--- src/rtl/u16u8_pkg.sv ---
package u16u8_pkg;

  // Request on the UTF-16LE side: one raw byte
  typedef struct packed {
    logic [7:0] in_byte;
    logic       in_last;
  } in_req_t;

  // Request on the UTF-8 side: one encoded byte
  typedef struct packed {
    logic [7:0] out_byte;
    logic       run_last;
  } out_req_t;

  localparam int MaxBytes  = 6;
  localparam int LenW      = 3;
  localparam int CpW       = 21;
  localparam int QueueDepth = 4;

  // All bytes produced by one input byte, in order
  typedef struct packed {
    logic [MaxBytes-1:0][7:0] bytes;
    logic [LenW-1:0]          len;
  } entry_t;

  localparam logic [CpW-1:0] CpRepl     = 21'h00FFFD;
  localparam logic [CpW-1:0] CpSuppBase = 21'h010000;
  localparam logic [5:0]     HiSurTag   = 6'b110110;
  localparam logic [5:0]     LoSurTag   = 6'b110111;

  // Number of UTF-8 bytes for a code point
  function automatic logic [LenW-1:0] enc_len(input logic [CpW-1:0] cp);
    logic [LenW-1:0] n;
    if (cp <= 21'h00007F)      n = 3'd1;
    else if (cp <= 21'h0007FF) n = 3'd2;
    else if (cp <= 21'h00FFFF) n = 3'd3;
    else                       n = 3'd4;
    return n;
  endfunction

  // UTF-8 bytes of a code point, first byte at index 0
  function automatic logic [3:0][7:0] enc_bytes(input logic [CpW-1:0] cp);
    logic [3:0][7:0] b;
    b = '0;
    if (cp <= 21'h00007F) begin
      b[0] = cp[7:0];
    end else if (cp <= 21'h0007FF) begin
      b[0] = {3'b110, cp[10:6]};
      b[1] = {2'b10, cp[5:0]};
    end else if (cp <= 21'h00FFFF) begin
      b[0] = {4'b1110, cp[15:12]};
      b[1] = {2'b10, cp[11:6]};
      b[2] = {2'b10, cp[5:0]};
    end else begin
      b[0] = {5'b11110, cp[20:18]};
      b[1] = {2'b10, cp[17:12]};
      b[2] = {2'b10, cp[11:6]};
      b[3] = {2'b10, cp[5:0]};
    end
    return b;
  endfunction

endpackage

--- src/rtl/u16u8_front.sv ---
module u16u8_front import u16u8_pkg::*; (
  input  logic    clk,
  input  logic    rst,
  input  logic    req_valid,
  input  in_req_t req,
  input  logic    q_full,
  output logic    req_stall,
  output logic    push,
  output entry_t  push_entry
);

  logic       pair_phase;
  logic [7:0] held_low_byte;
  logic [9:0] pending_high_bits;
  logic       pending_high_valid;

  logic       accept;
  logic [15:0] unit;
  logic       is_hi;
  logic       is_lo;
  logic       va, vb, vc;
  logic [CpW-1:0] cp_a, cp_b, cp_s0, cp_s1;
  logic       s0_v, s1_v;
  logic       pend_next_valid;
  logic [9:0] pend_next_bits;
  logic [LenW-1:0] len0, len1;
  logic [3:0][7:0] b0, b1;

  // Place slot 1 bytes right after slot 0 bytes
  function automatic logic [MaxBytes-1:0][7:0] merge(input logic [3:0][7:0] x0,
                                                     input logic [LenW-1:0] l0,
                                                     input logic [3:0][7:0] x1);
    logic [MaxBytes-1:0][7:0] r;
    logic [LenW-1:0] j;
    r = '0;
    for (int i = 0; i < MaxBytes; i++) begin
      j = LenW'(i) - l0;
      if (LenW'(i) < l0) r[i] = x0[i[1:0]];
      else               r[i] = x1[j[1:0]];
    end
    return r;
  endfunction

  assign req_stall = q_full;
  assign accept    = req_valid && !q_full;

  // Classify the completed code unit
  assign unit  = {req.in_byte, held_low_byte};
  assign is_hi = (unit[15:10] == HiSurTag);
  assign is_lo = (unit[15:10] == LoSurTag);

  // Up to three code points: pair result or break, fresh unit, end of stream
  always_comb begin
    va              = 1'b0;
    cp_a            = CpRepl;
    vb              = 1'b0;
    cp_b            = is_lo ? CpRepl : {5'd0, unit};
    pend_next_valid = pending_high_valid;
    pend_next_bits  = pending_high_bits;
    if (pair_phase) begin
      if (pending_high_valid && is_lo) begin
        va              = 1'b1;
        cp_a            = CpSuppBase + CpW'({pending_high_bits, unit[9:0]});
        pend_next_valid = 1'b0;
      end else begin
        va              = pending_high_valid;
        vb              = !is_hi;
        pend_next_valid = is_hi;
        if (is_hi) pend_next_bits = unit[9:0];
      end
    end
    vc = req.in_last && pend_next_valid;
  end

  // Pack the valid code points into two slots
  assign s0_v  = va || vb || vc;
  assign s1_v  = (va && vb) || (va && vc) || (vb && vc);
  assign cp_s0 = va ? cp_a : (vb ? cp_b : CpRepl);
  assign cp_s1 = (va && vb) ? cp_b : CpRepl;

  assign len0 = s0_v ? enc_len(cp_s0) : '0;
  assign len1 = s1_v ? enc_len(cp_s1) : '0;
  assign b0   = enc_bytes(cp_s0);
  assign b1   = enc_bytes(cp_s1);

  assign push_entry.bytes = merge(b0, len0, b1);
  assign push_entry.len   = len0 + len1;
  assign push             = accept && s0_v;

  // Pairing state
  always_ff @(posedge clk) begin
    if (rst) begin
      pair_phase         <= 1'b0;
      held_low_byte      <= '0;
      pending_high_bits  <= '0;
      pending_high_valid <= 1'b0;
    end else if (accept) begin
      if (req.in_last) begin
        pair_phase         <= 1'b0;
        held_low_byte      <= '0;
        pending_high_bits  <= '0;
        pending_high_valid <= 1'b0;
      end else begin
        pair_phase <= !pair_phase;
        if (!pair_phase) held_low_byte <= req.in_byte;
        pending_high_valid <= pend_next_valid;
        pending_high_bits  <= pend_next_bits;
      end
    end
  end

endmodule

--- src/rtl/u16u8_queue.sv ---
module u16u8_queue import u16u8_pkg::*; #(
  parameter int Depth = QueueDepth
) (
  input  logic   clk,
  input  logic   rst,
  input  logic   push,
  input  entry_t push_entry,
  input  logic   pop,
  output entry_t head,
  output logic   empty,
  output logic   full
);

  localparam int AW = (Depth > 1) ? $clog2(Depth) : 1;
  localparam int CW = $clog2(Depth + 1);

  entry_t        mem [Depth];
  logic [AW-1:0] wr_ptr;
  logic [AW-1:0] rd_ptr;
  logic [CW-1:0] count;

  assign empty = (count == '0);
  assign full  = (count == CW'(Depth));
  assign head  = mem[rd_ptr];

  // Entry storage
  always_ff @(posedge clk) begin
    if (push) mem[wr_ptr] <= push_entry;
  end

  // Pointers and fill count
  always_ff @(posedge clk) begin
    if (rst) begin
      wr_ptr <= '0;
      rd_ptr <= '0;
      count  <= '0;
    end else begin
      if (push) wr_ptr <= (wr_ptr == AW'(Depth - 1)) ? '0 : wr_ptr + 1'b1;
      if (pop)  rd_ptr <= (rd_ptr == AW'(Depth - 1)) ? '0 : rd_ptr + 1'b1;
      if (push && !pop)      count <= count + 1'b1;
      else if (pop && !push) count <= count - 1'b1;
    end
  end

endmodule

--- src/rtl/u16u8_back.sv ---
module u16u8_back import u16u8_pkg::*; (
  input  logic     clk,
  input  logic     rst,
  input  entry_t   head,
  input  logic     empty,
  output logic     pop,
  output logic     res_valid,
  input  logic     res_stall,
  output out_req_t res
);

  logic [LenW-1:0] idx;
  logic            at_end;
  logic            take;

  assign res_valid    = !empty;
  assign take         = res_valid && !res_stall;
  assign at_end       = (idx == head.len - 1'b1);
  assign pop          = take && at_end;
  assign res.out_byte = head.bytes[idx];
  assign res.run_last = at_end;

  // Byte index within the head entry
  always_ff @(posedge clk) begin
    if (rst) begin
      idx <= '0;
    end else if (take) begin
      idx <= at_end ? '0 : idx + 1'b1;
    end
  end

endmodule

--- src/rtl/utf16le_to_utf8_transcoder.sv ---
// UTF-16LE to UTF-8 transcoder. One byte of the UTF-16LE stream is taken per
// cycle on the utf16 channel while the entry queue (QueueDepth entries) has room;
// each byte is classified at once and the 1 to 6 UTF-8 bytes it yields, if any,
// go into the queue as one entry. The serializer sends one UTF-8 byte per cycle
// on the utf8 channel while utf8_stall is low, with run_last marking the final
// byte caused by an input byte. Each entry is written to the registered queue
// before its bytes are sent. Surrogate pairs give 4-byte sequences; unpaired
// surrogates give U+FFFD; a trailing odd byte is dropped and all pairing state
// clears after a byte flagged in_last.
module utf16le_to_utf8_transcoder import u16u8_pkg::*; #(
  parameter int QDepth = QueueDepth
) (
  input  logic     clk,
  input  logic     rst,
  input  logic     utf16_valid,
  output logic     utf16_stall,
  input  in_req_t  utf16_req,
  output logic     utf8_valid,
  input  logic     utf8_stall,
  output out_req_t utf8_req
);

  logic   push;
  entry_t push_entry;
  logic   pop;
  entry_t head;
  logic   empty;
  logic   full;

  u16u8_front u_front (
    .clk        (clk),
    .rst        (rst),
    .req_valid  (utf16_valid),
    .req        (utf16_req),
    .q_full     (full),
    .req_stall  (utf16_stall),
    .push       (push),
    .push_entry (push_entry)
  );

  u16u8_queue #(.Depth(QDepth)) u_queue (
    .clk        (clk),
    .rst        (rst),
    .push       (push),
    .push_entry (push_entry),
    .pop        (pop),
    .head       (head),
    .empty      (empty),
    .full       (full)
  );

  u16u8_back u_back (
    .clk       (clk),
    .rst       (rst),
    .head      (head),
    .empty     (empty),
    .pop       (pop),
    .res_valid (utf8_valid),
    .res_stall (utf8_stall),
    .res       (utf8_req)
  );

endmodule

--- config.mk ---
export PLATFORM = sky130hd
export DESIGN_NAME = utf16le_to_utf8_transcoder
export DESIGN_NICKNAME = d
export VERILOG_FILES = /design/src/rtl/u16u8_pkg.sv /design/src/rtl/u16u8_front.sv /design/src/rtl/u16u8_queue.sv /design/src/rtl/u16u8_back.sv /design/src/rtl/utf16le_to_utf8_transcoder.sv
export SDC_FILE = /design/constraint.sdc
export NUM_CORES = 1
export LEC_CHECK = 0
export BUFFER_PORTS_ARGS = -buffer_cell sky130_fd_sc_hd__buf_2
export CORE_MARGIN = 5
export CORE_UTILIZATION = 45
export CTS_CLUSTER_DIAMETER = 60
export DETAILED_ROUTE_END_ITERATION = 16
export HOLD_SLACK_MARGIN = 0.08
export PLACE_DENSITY = 0.7
export SKIP_LAST_GASP = 1
export SYNTH_ARGS = -nofsm -noshare
export SYNTH_HDL_FRONTEND = slang
export SYNTH_SLANG_ARGS = --single-unit
--- constraint.sdc ---
create_clock -name clk -period 11.3 [get_ports clk]
set_input_delay 0.565 -clock clk [delete_from_list [all_inputs] [get_ports clk]]
set_output_delay 0.565 -clock clk [all_outputs]
set_load 0.05 [all_outputs]
==> metrics.csv, run 1 <==
metric,value,unit
final WL,23330,um
Synth Area per Inst,15.13,um^2
Worst EP arrival,3.38,ns
initial antenna violation count,0,
Post-CTS Hold Fix Bufs,0,
CP Cell Sequence,buf_4 -> mux4_2 -> mux4_2 -> inv_1 -> o22ai_1 -> buf_2,
area of the multi-input gates,0.003465,mm^2
IO Port Bufs,23,
drt via density,6.030,
CTS Buf Count,24,
Die Ht,163.0,um
cell taking the most area after synthesis,edfxtp_1,
fill count,1954,
First-pass DRT Iterations,5,
Crit path top cell by count,mux4_2,
Layout Nets,736,
Skew-Pair Late Insertion Delay,0.52,ns
Crit-path slowest cell,buf_4,
io pins,24,
Sequential Area,0.006771,mm^2
gp weighted congestion,0.9042,
R2R depth,9,
DR iter-0 viols,663,
final setup TNS,0,ns
final setup fails,0,
internal power,1421,uW
Initial Util,45.27,%
CP Launch Type,flop,
max-slew violations,0,
Core Area,0.02326,mm^2
root buffer cell,clkbuf_16,
Unique masters post-synth,67,
CP endpoint kind,output pin,
htree depth,1,
PD cells,155.0,mW/mm^2
period utilization,34.92,%
Clock Path Buffers,3,
# rows,56,
"commonest cells after routing, fill and taps aside","204 x edfxtp_1, 59 x nor2_1, 59 x mux4_2, 30 x dfxtp_1",
MaxCap Viol Count,0,
Synth top area share,58.17,%
RR Endpoint,u_queue.mem[0][2]$_DFFE_PP_,
hold_sp,utf16_req[8],
CTS resizes,0,
worst slew pin tran,0.9561,ns
Area contributors post-synth,"edfxtp_1 58%, mux4_2 13%, dfxtp_1 6.1%, nor2_1 2.1%, a22oi_1 1.4%",
synthesized flop and latch total,236,
Setup CP Type,flop to output pin,
Cells after Synth,696,
Post-synth EDFFs,204,
synth warn,0,
R2R Setup Slk,7.44,ns
Fin. Hold Viols,0,
Max Freq,253.4,MHz
placed wire-length estimate,14550,um
first-pass GRT wire length,36710,um
Slew Limit Headroom,36.17,%
Clock Sink Count,236,
DR vias,6313,
static leakage,0.003750,uW
Worst-path clk slew,0.06,ns
sw power,384.9,uW
RR Startpoint,u_front.pair_phase$_SDFFE_PP0P_,
Sw Ratio,21.32,%
CTS tree,done,
DR WL/cell,22.29,um
"most common cell after layout, fill and taps aside",edfxtp_1,
combinational fraction of design power,5.6,%
full die area,0.02656,mm^2
Seq pwr share,53.2,%
clock share of power,41.2,%
Syn-to-layout area delta,10.66,%
gr ovfl total,0,
gr usage total,17.69,%
DRC,0,
"Seq/Total Area, Yosys",64.26,%
CP max stage delay,0.64,ns
Worst VDD drop,0.0001097,V
number of global-route vias before repair,6379,
Worst Path Max Fanout,33,
Tmin final,3.946,ns
Worst Path Required,10.74,ns
share of layout cells above drive strength 1,19.78,%
setup repair bufs after CTS,0,
status,finished clean,
Die Width,163.0,um
mapped cell area,0.01053,mm^2
Hold EP,u_front.held_low_byte[7]$_SDFFE_PP0P_,
diode count,0,
largest net degree at the start of global routing,52,
Final ANT Viol Nets,0,
WHS,0.4253,ns
RSZ-0062 raised after global routing,false,
dominant synthesized flop cell,edfxtp_1,
Post-synth ARST share,0,%
Hold Crit Depth,3,
hold crit path type,input port to flop,
Clock Skews,0.01484,ns
## cells by family after synthesis
logic type / synth area share (%)
DFF: 64.26
buffers and inverters: 3.137
adders and majority gates: 1.568
AOI/OAI and AO/OA: 8.413
other: 0.03561
xor gates and xnor gates: 0.9149
muxes: 14.04
and+or+nand+nor: 7.629
## power groups by stage
| stage | Sequential [uW] | Clock (uW) | Combinational [uW] |
|---|---|---|---|
| after global placement | 978 | 0 | 98.7 |
| after floorplan | 973 | 0 | 76.5 |
| final | 961 | 743 | 102 |
| after CTS | 960 | 760 | 102 |
| after global routing | 961 | 796 | 110 |
| after detailed placement | 979 | 0 | 102 |
## per-layer routing
layer / global-route usage (%) / part of all wire [%]
met1: 25.34 / 42
met2: 28.51 / 48
met3: 2.683 / 6.3
met4: 4.956 / 3.3
met5: 0 / 0
## state kept, by name, summed over array words and instances (netlist names), named ones only
name,cells
u_back.idx,3
u_front.held_low_byte,8
u_front.pending_high_valid,1
u_queue.count,3
u_queue.wr_ptr,2
u_queue.mem,204
u_queue.rd_ptr,2
u_front.pending_high_bits,10
u_front.pair_phase,1
## metrics by stage
step                      cell area [um^2]  setup WS, ns  utilization [%]  cells  power, uW
final                                11650         7.354            50.09   1047       1806
after global routing                 11650         7.107            50.09   1047       1867
after CTS                            11650         7.230            50.09   1047       1823
after detailed placement             10900         7.570            46.88   1004       1081
after global placement               10900         7.779            46.88   1004       1076
after floorplan                      10560         7.641                -    703       1049
## final cells by class
class	count	area share (%)
repair buffers	32	1.568
inverters	23	0.7409
clock inverters	8	0.6550
flip-flops and latches	236	58.11
well taps	319	3.425
multi-input cells	394	29.73
clock buffers	35	5.766
## critical path: cells and delay by family (launching register included)
| family | cells | cell delay (ns) |
|---|---|---|
| AO/OA/AOI/OAI | 1 | 0.10 |
| buffers and inverters | 3 | 1.03 |
| flip-flops | 1 | 0.59 |
| multiplexers | 2 | 1.10 |
## synth_stat cells, drive strengths merged, types with 2 or more instances
master  number
fa           2
clkbuf      30
inv         23
nand2       29
mux4        59
dfxtp       32
o211ai       4
a211oi       8
and2         5
a21o         2
nor2b        4
o41ai        2
a211o        3
a22o         2
xnor2        7
nand3        8
a21oi       31
and3b        3
o22ai       13
and3         8
xor2         4
nand4        2
nor3        15
nor3b        3
edfxtp     204
buf         20
and4         3
nor2        59
o311ai       2
nor4         5
nand2b       3
a31oi        5
ha          10
or3          4
o21ai       33
mux2i       15
a22oi       20
## how the worst max path moves through the flow
stage,start,endpoint,slack [ns]
global route,flop,utf8_req[1],7.11
global placement,u_front.pair_phase$_SDFFE_PP0P_,u_queue.mem[0][2]$_DFFE_PP_,7.78
floorplan,flop,u_queue.count[2]$_SDFFE_PP0P_,7.64
finish,flop,utf8_req[1],7.35
CTS,flop,utf8_req[1],7.23
detailed placement,u_front.pair_phase$_SDFFE_PP0P_,u_queue.mem[0][2]$_DFFE_PP_,7.57
Power figures use the tool's default switching activity.
==> run 2, diff against run 1 <==
--- a/config.mk
+++ b/config.mk
@@ -5,6 +5,7 @@
 export SDC_FILE = /design/constraint.sdc
 export NUM_CORES = 1
 export LEC_CHECK = 0
+export ABC_AREA = 1
 export BUFFER_PORTS_ARGS = -buffer_cell sky130_fd_sc_hd__buf_2
 export CORE_MARGIN = 5
 export CORE_UTILIZATION = 45
==> constraint.sdc (replaced) <==
create_clock -name clk -period 4.02 [get_ports clk]
set_input_delay 0.201 -clock clk [delete_from_list [all_inputs] [get_ports clk]]
set_output_delay 0.201 -clock clk [all_outputs]
set_load 0.05 [all_outputs]
==> run 2 against run 1 <==
Area after synthesis grew 2.3%. Flip-flop and latch count is the same. Clock skew grew 0.0080 ns. Synthesized cell count grew 49%. Critical path type unchanged. Highest routed layer unchanged.
==> metrics.csv, run 2 <==
metric,value,unit
CTS resizes,0,
# rows,56,
Skew-Pair Late Insertion Delay,0.52,ns
gp weighted congestion,0.9755,
worst slew pin tran,0.7908,ns
largest net degree at the start of global routing,79,
"commonest cells after routing, fill and taps aside","204 x edfxtp_1, 154 x nand2_1, 142 x nor2_1, 128 x o21ai_0, 80 x inv_1",
synth warn,0,
Synth Area per Inst,10.39,um^2
htree depth,1,
most common cell in the netlist,edfxtp_1,
multiplexer share of the synthesized area,0,%
First-pass DRT Iterations,6,
Clock Skews,0.02280,ns
cell taking the most area after synthesis,edfxtp_1,
R2R depth,16,
PD cells,471.9,mW/mm^2
CP max stage delay,0.70,ns
initial antenna violation count,0,
Worst-path clk slew,0.06,ns
Die Width,164.7,um
static leakage,0.004244,uW
Simple-Gate Fraction of Synth Area,14.97,%
Setup CP Type,flop to output pin,
Top reg by flops,u_queue.mem,
Clock Path Buffers,3,
synthesized flop and latch total,236,
Worst Path Max Fanout,78,
final setup fails,0,
gr usage total,19.80,%
Placed Cells,1349,
Unique masters post-synth,45,
MaxCap Viol Count,0,
area share of fa/ha/maj cells after synthesis,1.533,%
setup repair bufs after CTS,0,
Cells after Synth,1037,
placed wire-length estimate,17180,um
DRC,0,
Post-synth EDFFs,204,
final setup TNS,0,ns
Die Ht,164.7,um
mapped cell area,0.01077,mm^2
first-pass GRT wire length,42230,um
diode count,0,
Layout Cells excl Fill,1396,
DR vias,7909,
Max Freq,288.7,MHz
period utilization,86.15,%
registers with the most flip-flops,"u_queue.mem x204, u_front.pending_high_bits x10, u_front.held_low_byte x8",
"most common cell after layout, fill and taps aside",edfxtp_1,
IO Port Bufs,23,
dominant synthesized flop cell,edfxtp_1,
io pins,24,
number of global-route vias before repair,7693,
final WL,26580,um
CP endpoint kind,output pin,
DR iter-0 viols,709,
"Seq/Total Area, Yosys",62.83,%
number of flip-flops in the largest register,204,
commonest cells in the synthesized netlist,"204 x edfxtp_1, 154 x nand2_1, 146 x nor2_1",
Syn-to-layout area delta,11.56,%
DR WL/cell,19.04,um
R2R Setup Slk,0.76,ns
Final ANT Viol Nets,0,
Initial Util,45.75,%
CTS tree,done,
Synth top area share,56.88,%
Slew Limit Headroom,47.28,%
Crit path top cell by count,nand2_1,
Area contributors post-synth,"edfxtp_1 57%, dfxtp_1 5.9%, o21ai_0 5.9%, nand2_1 5.4%, nor2_1 5.1%",
CP Launch Type,flop,
root buffer cell,clkbuf_16,
RR Endpoint,u_queue.count[2]$_SDFFE_PP0P_,
Post-synth ARST share,0,%
crit path to,utf8_req[1],
Worst Path Required,3.82,ns
Tmin final,3.463,ns
gr ovfl total,0,
RSZ-0062 raised after global routing,false,
Crit-path slowest cell,buf_4,
share of layout cells above drive strength 1,9.842,%
CTS Buf Count,24,
post-synthesis xor/xnor area fraction,0.4066,%
WHS,0.1245,ns
CP Cell Sequence,inv_2 -> buf_4 -> nor2_1 -> o221ai_1 -> o211ai_1 -> nand2_1 -> nand2_1 -> nand2_1 -> buf_2,
Worst EP arrival,3.26,ns
max-slew violations,0,
Synth Area in Compound Gates,15.13,%
status,finished clean,
hold crit path type,input port to flop,
Layout Nets,1087,
Clock Sink Count,236,
drt via density,5.665,
Core Area,0.02354,mm^2
full die area,0.02713,mm^2
largest family of logic cells by synthesized area,compound AO/OA/AOI/OAI gates,
Fin. Hold Viols,0,
Worst VDD drop,0.0002693,V
[run 2: area by class of cell]
type | instances | area [um^2]
fillers | 2162 | 11530
flip-flops and latches | 236 | 6768
multi-input cells | 666 | 3511
clock buffers | 32 | 630.6
well taps | 319 | 399.1
inverters | 92 | 345.3
repair buffers | 42 | 310.3
clock inverters | 9 | 51.30
[run 2: repair_timing]
item	4_1_cts	5_1_grt
endpoints found under the hold margin	15	0
hold buffers	6	0
setup endpoints to repair	0	0
[run 2: report_power, final]
group | total [uW] | switching [uW] | internal [uW]
clock network | 1960 | 867 | 1100
logic | 897 | 677 | 220
registers | 2810 | 46.1 | 2760
[run 2: metrics by stage]
stage | total power (uW) | worst slack, ns | util (%) | instance area (um^2)
2_1_floorplan | 3464 | 0.1476 | - | 10800
3_3_place_gp | 3733 | 0.8664 | 47.88 | 11270
3_5_place_dp | 3750 | 0.7257 | 47.88 | 11270
4_1_cts | 5707 | 0.5239 | 51.04 | 12020
5_1_grt | 5898 | 0.3453 | 51.04 | 12020
6_report | 5670 | 0.5567 | 51.04 | 12020
[run 2: kinds of logic after synthesis]
group	count (synthesis)
AOI/OAI and AO/OA	271
xor gates and xnor gates	5
adders and majority gates	12
buffers and inverters	142
DFF	236
other	1
and+or+nand+nor	370
[run 2: how the worst min path moves through the flow]
stage / startpoint / end / slack [ns] / depth (start not counted)
global route: utf16_req[5] / u_front.held_low_byte[4]$_SDFFE_PP0P_ / 0.15 / 5
detailed placement: u_front.pending_high_bits[5]$_SDFFE_PP0P_ / u_front.pending_high_bits[5]$_SDFFE_PP0P_ / 0.46 / 2
floorplan: utf16_req[1] / u_front.pending_high_bits[8]$_SDFFE_PP0P_ / 0.34 / 2
global placement: u_front.held_low_byte[6]$_SDFFE_PP0P_ / u_front.pending_high_bits[6]$_SDFFE_PP0P_ / 0.45 / 2
CTS: utf16_valid / u_front.pending_high_valid$_SDFFE_PP0P_ / 0.12 / 4
finish: utf16_valid / u_front.pending_high_valid$_SDFFE_PP0P_ / 0.12 / 4
[run 2: metal layers]
layer	GRT usage (%)	vias to the layer above	routed length, um
met3	3.045	42	1957
met2	32.45	315	12750
li1	-	3717	-
met1	27.44	3835	11160
met5	0	-	0
met4	6.011	0	709
[run 2: worst max-delay path: cells and delay by family, from the launching register on]
kind                   cells  cell delay (ns)
AO/OA/AOI/OAI              2             0.43
AND/OR/NAND/NOR            4             0.49
buffers and inverters      3             1.34
flip-flops                 1             0.45
